--- src/hw/rtl/fpfa_pkg.sv ---
package fpfa_pkg;

  localparam int unsigned MAX_BLOCKS_DEF = 16;
  localparam int unsigned SIZE_BITS_DEF  = 16;

  localparam int unsigned KIND_W     = 2;
  localparam int unsigned IDX_W      = 4;
  localparam int unsigned VAL_W      = 16;
  localparam int unsigned CHOSEN_W   = 4;
  localparam int unsigned LEFT_W     = 16;
  localparam int unsigned CFG_IDX_W  = 4;
  localparam int unsigned CFG_DATA_W = 5;
  localparam int unsigned MODE_W     = 2;
  localparam int unsigned ACT_W      = 5;

  localparam logic [ACT_W-1:0] ACT_RESET = 5'd16;

  typedef enum logic [KIND_W-1:0] {
    KIND_LOAD  = 2'd0,
    KIND_REQ   = 2'd1,
    KIND_CLEAR = 2'd2
  } fpfa_kind_e;

  typedef enum logic [MODE_W-1:0] {
    FIT_FIRST = 2'd0,
    FIT_BEST  = 2'd1,
    FIT_WORST = 2'd2
  } fpfa_fit_e;

  typedef enum logic [CFG_IDX_W-1:0] {
    CFG_FIT_MODE = 4'd0,
    CFG_ACTIVE   = 4'd1
  } fpfa_cfg_idx_e;

  typedef enum logic [1:0] {
    ST_IDLE,
    ST_SCAN,
    ST_EMIT
  } fpfa_state_e;

  typedef struct packed {
    logic [MODE_W-1:0] fit_mode;
    logic [ACT_W-1:0]  active;
  } fpfa_cfg_t;

  typedef struct packed {
    logic                granted;
    logic [CHOSEN_W-1:0] chosen_block;
    logic [LEFT_W-1:0]   leftover;
  } fpfa_res_t;

endpackage

--- src/hw/rtl/fpfa_req_if.sv ---
interface fpfa_req_if
  import fpfa_pkg::*;
();
  logic              valid;
  logic              ready;
  logic [KIND_W-1:0] kind;
  logic [IDX_W-1:0]  block_index;
  logic [VAL_W-1:0]  size_value;

  modport source (output valid, kind, block_index, size_value, input ready);
  modport sink   (input valid, kind, block_index, size_value, output ready);
endinterface

--- src/hw/rtl/fpfa_res_if.sv ---
interface fpfa_res_if
  import fpfa_pkg::*;
();
  logic                valid;
  logic                ready;
  logic                granted;
  logic [CHOSEN_W-1:0] chosen_block;
  logic [LEFT_W-1:0]   leftover;

  modport source (output valid, granted, chosen_block, leftover, input ready);
  modport sink   (input valid, granted, chosen_block, leftover, output ready);
endinterface

--- src/hw/rtl/fpfa_cfg_if.sv ---
interface fpfa_cfg_if
  import fpfa_pkg::*;
();
  logic                  valid;
  logic                  ready;
  logic [CFG_IDX_W-1:0]  index;
  logic [CFG_DATA_W-1:0] data;

  modport source (output valid, index, data, input ready);
  modport sink   (input valid, index, data, output ready);
endinterface

--- src/hw/rtl/fixed_partition_fit_allocator.sv ---
// Fixed-partition allocator. Requests are taken one at a time. A size load, a
// clear of the used marks or an unused kind goes straight to the emit state. An
// allocation request walks the partition size memory through its single read
// port, one partition per cycle, over the first N partitions, where N is the
// active setting capped at MAX_BLOCKS. Every request gives one response, held
// in an output register so the next request can be taken while it waits.
// Partition sizes are undefined until loaded; used marks clear on reset.
// Configuration writes are taken at any time and must only be issued idle.
module fixed_partition_fit_allocator
  import fpfa_pkg::*;
#(
  parameter int unsigned MAX_BLOCKS = MAX_BLOCKS_DEF,
  parameter int unsigned SIZE_BITS  = SIZE_BITS_DEF
) (
  input  logic        clk_i,
  input  logic        rst_ni,
  fpfa_req_if.sink    req_i,
  fpfa_res_if.source  res_o,
  fpfa_cfg_if.sink    cfg_i
);

  localparam int unsigned AW = (MAX_BLOCKS > 1) ? $clog2(MAX_BLOCKS) : 1;

  logic [MODE_W-1:0] fit_mode_q, fit_mode_d;
  logic [ACT_W-1:0]  active_q, active_d;
  fpfa_cfg_t         cfg;

  logic      out_valid_q, out_valid_d;
  fpfa_res_t out_q, out_d;
  logic      out_free;
  logic      res_valid;
  fpfa_res_t res;

  logic                 ram_we;
  logic [AW-1:0]        ram_waddr;
  logic [SIZE_BITS-1:0] ram_wdata;
  logic                 ram_re;
  logic [AW-1:0]        ram_raddr;
  logic [SIZE_BITS-1:0] ram_rdata;

  assign cfg_i.ready = 1'b1;

  always_comb begin
    fit_mode_d = fit_mode_q;
    active_d   = active_q;
    if (cfg_i.valid) begin
      unique case (cfg_i.index)
        CFG_FIT_MODE: fit_mode_d = cfg_i.data[MODE_W-1:0];
        CFG_ACTIVE:   active_d   = cfg_i.data[ACT_W-1:0];
        default: ;
      endcase
    end
  end

  assign cfg.fit_mode = fit_mode_q;
  assign cfg.active   = active_q;

  assign out_free    = !out_valid_q || res_o.ready;
  assign out_valid_d = res_valid || (out_valid_q && !res_o.ready);
  assign out_d       = res_valid ? res : out_q;

  always_ff @(posedge clk_i or negedge rst_ni) begin
    if (!rst_ni) begin
      fit_mode_q  <= FIT_FIRST;
      active_q    <= ACT_RESET;
      out_valid_q <= 1'b0;
    end else begin
      fit_mode_q  <= fit_mode_d;
      active_q    <= active_d;
      out_valid_q <= out_valid_d;
    end
  end

  always_ff @(posedge clk_i) begin
    out_q <= out_d;
  end

  assign res_o.valid        = out_valid_q;
  assign res_o.granted      = out_q.granted;
  assign res_o.chosen_block = out_q.chosen_block;
  assign res_o.leftover     = out_q.leftover;

  fpfa_ram #(
    .WIDTH (SIZE_BITS),
    .DEPTH (MAX_BLOCKS)
  ) u_size_ram (
    .clk_i   (clk_i),
    .we_i    (ram_we),
    .waddr_i (ram_waddr),
    .wdata_i (ram_wdata),
    .re_i    (ram_re),
    .raddr_i (ram_raddr),
    .rdata_o (ram_rdata)
  );

  fpfa_ctrl #(
    .MAX_BLOCKS (MAX_BLOCKS),
    .SIZE_BITS  (SIZE_BITS)
  ) u_ctrl (
    .clk_i             (clk_i),
    .rst_ni            (rst_ni),
    .req_valid_i       (req_i.valid),
    .req_kind_i        (req_i.kind),
    .req_block_index_i (req_i.block_index),
    .req_size_value_i  (req_i.size_value),
    .req_ready_o       (req_i.ready),
    .cfg_i             (cfg),
    .out_free_i        (out_free),
    .res_valid_o       (res_valid),
    .res_o             (res),
    .ram_we_o          (ram_we),
    .ram_waddr_o       (ram_waddr),
    .ram_wdata_o       (ram_wdata),
    .ram_re_o          (ram_re),
    .ram_raddr_o       (ram_raddr),
    .ram_rdata_i       (ram_rdata)
  );

endmodule

--- src/hw/rtl/fpfa_ram.sv ---
module fpfa_ram #(
  parameter int unsigned WIDTH = 16,
  parameter int unsigned DEPTH = 16,
  localparam int unsigned AW = (DEPTH > 1) ? $clog2(DEPTH) : 1
) (
  input  logic             clk_i,
  input  logic             we_i,
  input  logic [AW-1:0]    waddr_i,
  input  logic [WIDTH-1:0] wdata_i,
  input  logic             re_i,
  input  logic [AW-1:0]    raddr_i,
  output logic [WIDTH-1:0] rdata_o
);

  logic [WIDTH-1:0] mem [DEPTH];
  logic [WIDTH-1:0] rdata_q;

  always_ff @(posedge clk_i) begin
    if (we_i) begin
      mem[waddr_i] <= wdata_i;
    end
    if (re_i) begin
      rdata_q <= mem[raddr_i];
    end
  end

  assign rdata_o = rdata_q;

endmodule

--- src/hw/rtl/fpfa_ctrl.sv ---
module fpfa_ctrl
  import fpfa_pkg::*;
#(
  parameter int unsigned MAX_BLOCKS = MAX_BLOCKS_DEF,
  parameter int unsigned SIZE_BITS  = SIZE_BITS_DEF,
  localparam int unsigned AW = (MAX_BLOCKS > 1) ? $clog2(MAX_BLOCKS) : 1
) (
  input  logic                 clk_i,
  input  logic                 rst_ni,
  input  logic                 req_valid_i,
  input  logic [KIND_W-1:0]    req_kind_i,
  input  logic [IDX_W-1:0]     req_block_index_i,
  input  logic [VAL_W-1:0]     req_size_value_i,
  output logic                 req_ready_o,
  input  fpfa_cfg_t            cfg_i,
  input  logic                 out_free_i,
  output logic                 res_valid_o,
  output fpfa_res_t            res_o,
  output logic                 ram_we_o,
  output logic [AW-1:0]        ram_waddr_o,
  output logic [SIZE_BITS-1:0] ram_wdata_o,
  output logic                 ram_re_o,
  output logic [AW-1:0]        ram_raddr_o,
  input  logic [SIZE_BITS-1:0] ram_rdata_i
);

  localparam int unsigned CW = $clog2(MAX_BLOCKS + 1);
  localparam int unsigned W  = (SIZE_BITS > VAL_W) ? SIZE_BITS : VAL_W;
  localparam int unsigned PW = (AW > CHOSEN_W) ? AW : CHOSEN_W;

  fpfa_state_e state_q, state_d;

  logic [CW-1:0]         rd_q, rd_d;
  logic [CW-1:0]         cmp_q, cmp_d;
  logic                  cmp_vld_q, cmp_vld_d;
  logic [VAL_W-1:0]      val_q, val_d;
  logic                  found_q, found_d;
  logic [AW-1:0]         pick_q, pick_d;
  logic [W-1:0]          left_q, left_d;
  logic [MAX_BLOCKS-1:0] used_q, used_d;
  fpfa_res_t             res_q, res_d;

  logic          accept;
  logic [CW-1:0] count;
  logic [7:0]    act_ext;
  logic          in_range;
  logic          issue;
  logic          last_cmp;
  logic [W-1:0]  size_w;
  logic [W-1:0]  diff_w;
  logic          fits;
  logic          take;
  logic          fin_found;
  logic [AW-1:0] fin_pick;
  logic [W-1:0]  fin_left;
  logic [PW-1:0] pick_ext;

  assign accept   = req_valid_i && req_ready_o;
  assign act_ext  = 8'(cfg_i.active);
  assign count    = (act_ext > 8'(MAX_BLOCKS)) ? CW'(MAX_BLOCKS) : CW'(act_ext);
  assign in_range = 8'(req_block_index_i) < 8'(MAX_BLOCKS);
  assign issue    = (state_q == ST_SCAN) && (rd_q < count);
  assign last_cmp = cmp_vld_q && (CW'(cmp_q + CW'(1)) == count);

  assign size_w = W'(ram_rdata_i);
  assign diff_w = size_w - W'(val_q);
  assign fits   = cmp_vld_q && !used_q[cmp_q[AW-1:0]] && (size_w >= W'(val_q));
  assign take   = fits && (!found_q
                  || (cfg_i.fit_mode == FIT_BEST  && diff_w < left_q)
                  || (cfg_i.fit_mode == FIT_WORST && diff_w > left_q));

  assign fin_found = found_q || take;
  assign fin_pick  = take ? cmp_q[AW-1:0] : pick_q;
  assign fin_left  = take ? diff_w : left_q;
  assign pick_ext  = PW'(fin_pick);

  // next state
  always_comb begin
    state_d = state_q;
    unique case (state_q)
      ST_IDLE: begin
        if (accept) begin
          if (req_kind_i == KIND_REQ && count != '0) begin
            state_d = ST_SCAN;
          end else begin
            state_d = ST_EMIT;
          end
        end
      end
      ST_SCAN: begin
        if (last_cmp) begin
          state_d = ST_EMIT;
        end
      end
      ST_EMIT: begin
        if (out_free_i) begin
          state_d = ST_IDLE;
        end
      end
      default: state_d = ST_IDLE;
    endcase
  end

  // outputs
  always_comb begin
    req_ready_o = (state_q == ST_IDLE);
    res_valid_o = (state_q == ST_EMIT) && out_free_i;
    res_o       = res_q;
    ram_we_o    = accept && (req_kind_i == KIND_LOAD) && in_range;
    ram_waddr_o = AW'(req_block_index_i);
    ram_wdata_o = SIZE_BITS'(req_size_value_i);
    ram_re_o    = issue;
    ram_raddr_o = rd_q[AW-1:0];
  end

  // datapath
  always_comb begin
    rd_d      = rd_q;
    cmp_d     = rd_q;
    cmp_vld_d = issue;
    val_d     = val_q;
    found_d   = found_q;
    pick_d    = pick_q;
    left_d    = left_q;
    used_d    = used_q;
    res_d     = res_q;
    if (accept) begin
      rd_d    = '0;
      val_d   = req_size_value_i;
      found_d = 1'b0;
      pick_d  = '0;
      left_d  = '0;
      res_d   = '0;
      if (req_kind_i == KIND_CLEAR) begin
        used_d = '0;
      end
    end
    if (issue) begin
      rd_d = CW'(rd_q + CW'(1));
    end
    if (state_q == ST_SCAN && cmp_vld_q) begin
      found_d = fin_found;
      pick_d  = fin_pick;
      left_d  = fin_left;
      if (last_cmp && fin_found) begin
        used_d[fin_pick]   = 1'b1;
        res_d.granted      = 1'b1;
        res_d.chosen_block = pick_ext[CHOSEN_W-1:0];
        res_d.leftover     = fin_left[LEFT_W-1:0];
      end
    end
  end

  always_ff @(posedge clk_i or negedge rst_ni) begin
    if (!rst_ni) begin
      state_q   <= ST_IDLE;
      cmp_vld_q <= 1'b0;
      used_q    <= '0;
    end else begin
      state_q   <= state_d;
      cmp_vld_q <= cmp_vld_d;
      used_q    <= used_d;
    end
  end

  always_ff @(posedge clk_i) begin
    rd_q    <= rd_d;
    cmp_q   <= cmp_d;
    val_q   <= val_d;
    found_q <= found_d;
    pick_q  <= pick_d;
    left_q  <= left_d;
    res_q   <= res_d;
  end

endmodule

--- src/flat_wrapper.sv ---
// flat-port wrapper written by rule: the top's interface ports become plain ports
module fixed_partition_fit_allocator_flat import fpfa_pkg::*;
#(
  parameter int unsigned MAX_BLOCKS = MAX_BLOCKS_DEF,
  parameter int unsigned SIZE_BITS  = SIZE_BITS_DEF
)
  (clk_i, rst_ni, req_i_valid, req_i_kind, req_i_block_index, req_i_size_value, req_i_ready, res_o_valid, res_o_granted, res_o_chosen_block, res_o_leftover, res_o_ready, cfg_i_valid, cfg_i_index, cfg_i_data, cfg_i_ready);
  fpfa_req_if req_i_i ();
  fpfa_res_if res_o_i ();
  fpfa_cfg_if cfg_i_i ();
  input  logic clk_i;
  input  logic rst_ni;
  input wire logic [$bits(req_i_i.valid)-1:0] req_i_valid;
  input wire logic [$bits(req_i_i.kind)-1:0] req_i_kind;
  input wire logic [$bits(req_i_i.block_index)-1:0] req_i_block_index;
  input wire logic [$bits(req_i_i.size_value)-1:0] req_i_size_value;
  output wire logic [$bits(req_i_i.ready)-1:0] req_i_ready;
  output wire logic [$bits(res_o_i.valid)-1:0] res_o_valid;
  output wire logic [$bits(res_o_i.granted)-1:0] res_o_granted;
  output wire logic [$bits(res_o_i.chosen_block)-1:0] res_o_chosen_block;
  output wire logic [$bits(res_o_i.leftover)-1:0] res_o_leftover;
  input wire logic [$bits(res_o_i.ready)-1:0] res_o_ready;
  input wire logic [$bits(cfg_i_i.valid)-1:0] cfg_i_valid;
  input wire logic [$bits(cfg_i_i.index)-1:0] cfg_i_index;
  input wire logic [$bits(cfg_i_i.data)-1:0] cfg_i_data;
  output wire logic [$bits(cfg_i_i.ready)-1:0] cfg_i_ready;
  assign req_i_i.valid = req_i_valid;
  assign req_i_i.kind = req_i_kind;
  assign req_i_i.block_index = req_i_block_index;
  assign req_i_i.size_value = req_i_size_value;
  assign req_i_ready = req_i_i.ready;
  assign res_o_valid = res_o_i.valid;
  assign res_o_granted = res_o_i.granted;
  assign res_o_chosen_block = res_o_i.chosen_block;
  assign res_o_leftover = res_o_i.leftover;
  assign res_o_i.ready = res_o_ready;
  assign cfg_i_i.valid = cfg_i_valid;
  assign cfg_i_i.index = cfg_i_index;
  assign cfg_i_i.data = cfg_i_data;
  assign cfg_i_ready = cfg_i_i.ready;
  fixed_partition_fit_allocator #(.MAX_BLOCKS(MAX_BLOCKS), .SIZE_BITS(SIZE_BITS)) u_core (.clk_i(clk_i), .rst_ni(rst_ni), .req_i(req_i_i), .res_o(res_o_i), .cfg_i(cfg_i_i));
endmodule
--- config.mk ---
export PLATFORM = sky130hd
export DESIGN_NAME = fixed_partition_fit_allocator_flat
export DESIGN_NICKNAME = d
export VERILOG_FILES = /design/src/hw/rtl/fpfa_pkg.sv /design/src/hw/rtl/fpfa_req_if.sv /design/src/hw/rtl/fpfa_res_if.sv /design/src/hw/rtl/fpfa_cfg_if.sv /design/src/hw/rtl/fixed_partition_fit_allocator.sv /design/src/hw/rtl/fpfa_ram.sv /design/src/hw/rtl/fpfa_ctrl.sv /design/src/flat_wrapper.sv
export SDC_FILE = /design/constraint.sdc
export NUM_CORES = 1
export LEC_CHECK = 0
export ABC_AREA = 1
export BUFFER_PORTS_ARGS = -buffer_cell sky130_fd_sc_hd__buf_2
export CORE_ASPECT_RATIO = 1.75
export CORE_MARGIN = 8
export CORE_UTILIZATION = 50
export DETAILED_ROUTE_END_ITERATION = 10
export PLACE_DENSITY = 0.75
export SYNTH_ARGS = -nofsm -noshare
export SYNTH_HDL_FRONTEND = slang
export SYNTH_SLANG_ARGS = --single-unit
--- constraint.sdc ---
create_clock -name clk_i -period 6 [get_ports clk_i]
set_input_delay 1.5 -clock clk_i [delete_from_list [all_inputs] [get_ports clk_i]]
set_output_delay 1.5 -clock clk_i [all_outputs]
set_load 0.03 [all_outputs]
==> results.sh <==
export IMPL_rows=88
export IMPL_p_per_area_nw_per_um2=420
export IMPL_vias=10993
export IMPL_io_buffers=58
export IMPL_clock_path_buffers=3
export IMPL_ys_types=49
export IMPL_grtUsageTotal_pct=18.8
export IMPL_rsz0062_at_grt="false"
export IMPL_synthArstFlopShare_pct=6.96
export IMPL_grt_remaining_overflow=0
export IMPL_nFillCells=2709
export IMPL_crit_type="flip-flop to flip-flop"
export IMPL_vdd_ir_drop_max_mv=0.243
export IMPL_core_area_um2=33000
export IMPL_hpwl_um=24800
export IMPL_cts_tree="built"
export IMPL_fin_crit_ns=4.29
export IMPL_postCtsSetupBuffers=0
export IMPL_whs_ns=0.434
export IMPL_wl_met1_um=13700
export IMPL_antenna_found_initial=0
export IMPL_syn_to_final_growth_pct=11.1
export IMPL_mostFrequentLayoutCells="335 x edfxtp_1, 222 x nand2_1, 221 x nor2_1"
export IMPL_multi_input_area_um2=4760
export IMPL_syn_area_per_cell_um2=11.6
export IMPL_clock_sinks=388
export IMPL_min_to="u_core.res_o.leftover[3]"
export IMPL_maxSlewHeadroom_pct=7.48
export IMPL_drt_initial_drc_count=835
export IMPL_htree_levels=2
export IMPL_synth_seq_cells=388
export IMPL_cp_max_fo=15
export IMPL_rrSetupSlack_ns=1.71
export IMPL_hold_depth=0
export IMPL_cts_made_buffers=34
export IMPL_ant_nets=0
export IMPL_cts_root_buf="clkbuf_16"
export IMPL_ios=60
export IMPL_synth_edff_count=335
export IMPL_startpoint_type="flip-flop"
export IMPL_wl_met2_um=20000
export IMPL_top_layer="met4"
export IMPL_die_h_um=258
export IMPL_finalSetupTns_ns=0
export IMPL_crit_top_cell="nand2_1"
export IMPL_clk_pin_slew_ns=0.07
export IMPL_via_per_inst=5.70
export IMPL_wl_per_cell_um=19.4
export IMPL_worst_slew_pin_slew_ns=1.38
export IMPL_slowest_delay_ns=0.48
export IMPL_r2r_cells=26
export IMPL_synth_warnings=0
export IMPL_cp_data_arrival_time_ns=4.75
export IMPL_p_leak_nw=7.14
export IMPL_cp_required_ns=6.46
export IMPL_cts_resized=0
export IMPL_grt_max_degree=90
export IMPL_drc=0
export IMPL_synth_top_area_share_pct=60.1
export IMPL_min_from="u_core.u_ctrl.res_o[3]"
export IMPL_gp_congestion=0.878
export IMPL_total_power_mw=7.82
export IMPL_drtPass1Iterations=5
export IMPL_critPathCaptureType="flip-flop"
export IMPL_clock_latency_ns=0.54
export IMPL_antenna_diode_count=0
export IMPL_hp_class="flip-flop to flip-flop"
export IMPL_clock_skew_final_ns=0.0240
export IMPL_nNetsFinal=1572
export IMPL_syn_area_um2=16700
export IMPL_synthFlopType="edfxtp_1"
export IMPL_status="finished clean"
export IMPL_synth_largest_area_cell="edfxtp_1"
export IMPL_ctsHoldBuffers=0
export IMPL_synth_area_leaders="edfxtp_1 60%, nand2_1 5.0%, nor2_1 5.0%, dfrtp_1 3.9%, dfxtp_1 3.1%"
export IMPL_period_share_pct=71.5
export IMPL_utilization_pct=56.3
export IMPL_synthCells=1442
export IMPL_ys_seq_area_share_pct=67.2
export IMPL_final_hold_viol_count=0
export IMPL_drive_gt1_share_pct=11.9
export IMPL_die_x_um=154
export IMPL_max_cap_viol_count=0
export IMPL_rr_endpoint="u_core.u_ctrl.used_q[1]"
export IMPL_seq_area_um2=11300
export IMPL_final_common_cell="edfxtp_1"
export IMPL_wl_met3_um=1900
export IMPL_synth_nets=1517
export IMPL_routed_wirelength_um=37400
export IMPL_grt_pass1_wl_um=58900
export IMPL_slowest_stage="fa_1"
export IMPL_grt_pass1_vias=11261
export IMPL_rr_startpoint="u_core.u_ctrl.val_q[0]"
export IMPL_dieArea_um2=39800
export IMPL_slew_violations=0
export IMPL_setup_viol=0
export IMPL_initial_core_util_pct=50.7
export IMPL_clock_fmax_mhz=233
==> worst max-delay path by stage <==
| stage | start | slack, ns | endpoint | cells past startpoint |
|---|---|---|---|---|
| 6_report | u_core.u_ctrl.val_q[0] | 1.71 | u_core.u_ctrl.used_q[1] | 26 |
| 2_1_floorplan | req_i_valid | 1.94 | u_core.u_size_ram.mem[0][0] | 6 |
| 5_1_grt | u_core.u_ctrl.val_q[0] | 1.35 | u_core.u_ctrl.used_q[1] | 26 |
| 4_1_cts | u_core.u_ctrl.val_q[0] | 1.72 | u_core.u_ctrl.left_q[2] | 24 |
| 3_3_place_gp | req_i_valid | 1.52 | u_core.u_size_ram.mem[12][3] | 8 |
| 3_5_place_dp | req_i_valid | 1.37 | u_core.u_size_ram.mem[14][12] | 8 |
==> synth_stat cells (26+ instances only) <==
cell type,number
dfxtp_1,26
inv_1,107
o21ai_0,81
edfxtp_1,335
o32ai_1,39
dfrtp_1,26
clkbuf_1,47
ha_1,38
nand3_1,96
nor2_1,222
nand2_1,222
==> power by group <==
part	internal, mW	switching, mW	leakage (nW)	total [mW]
Combinational	0.699	1.53	2.95	2.23
Sequential	3.20	0.102	3.63	3.31
Clock	1.32	0.966	0.562	2.29
==> stage by stage <==
stage,cells,area [um2],setup WS (ns)
3_3_place_gp,1866,17400,1.52
6_report,1928,18600,1.71
3_5_place_dp,1866,17400,1.37
4_1_cts,1928,18600,1.72
5_1_grt,1928,18600,1.35
2_1_floorplan,1442,16700,1.94
==> flip-flops by register name, indices dropped and copies added, names as in the netlist, 2 cells and up <==
| signal | flops |
|---|---|
| u_core.active_q | 5 |
| u_core.fit_mode_q | 2 |
| u_core.res_o.chosen_block | 4 |
| u_core.res_o.leftover | 16 |
| u_core.u_ctrl.cmp_d | 5 |
| u_core.u_ctrl.cmp_q | 5 |
| u_core.u_ctrl.left_q | 16 |
| u_core.u_ctrl.pick_q | 4 |
| u_core.u_ctrl.res_o | 21 |
| u_core.u_ctrl.state_q | 2 |
| u_core.u_ctrl.used_q | 16 |
| u_core.u_ctrl.val_q | 16 |
| u_core.u_size_ram.mem | 256 |
| u_core.u_size_ram.rdata_o | 16 |
==> cell families (layout without fill, tap and decap cells) <==
group                      after synthesis  count (layout)  synth area share, %
other                                    1               1               0.0224
and+or+nand+nor                        578             578                 14.7
adders and majority gates               39              39                 2.96
xor gates and xnor gates                21              21                 1.10
AOI/OAI and AO/OA                      204             204                 8.02
buffers and inverters                  184             265                 4.36
DFF                                    388             388                 67.2
muxes                                   27              27                 1.63
==> worst max-delay path: cells and delay by family (launching register included) <==
kind            cells  cell delay [ns]
compound gates      3             0.40
flops               1             0.39
simple gates       17             2.06
fa+ha+maj           3             1.02
xor+xnor            1             0.20
buf+inv             2             0.16
==> layer usage <==
layer	vias up	track usage, %
met2	383	35.4
met1	5312	19.9
met5	-	0
met4	0	9.60
met3	114	2.54
li1	5184	-
==> cell type report <==
cell class / count / share of cell area (%)
clock buffers: 43 / 4.98
clock inverters: 19 / 1.29
inverters: 123 / 2.49
multi-input cells: 870 / 25.6
flip-flops and latches: 388 / 60.5
well taps: 405 / 2.72
repair buffers: 80 / 2.45
Power figures use the tool's default switching activity.
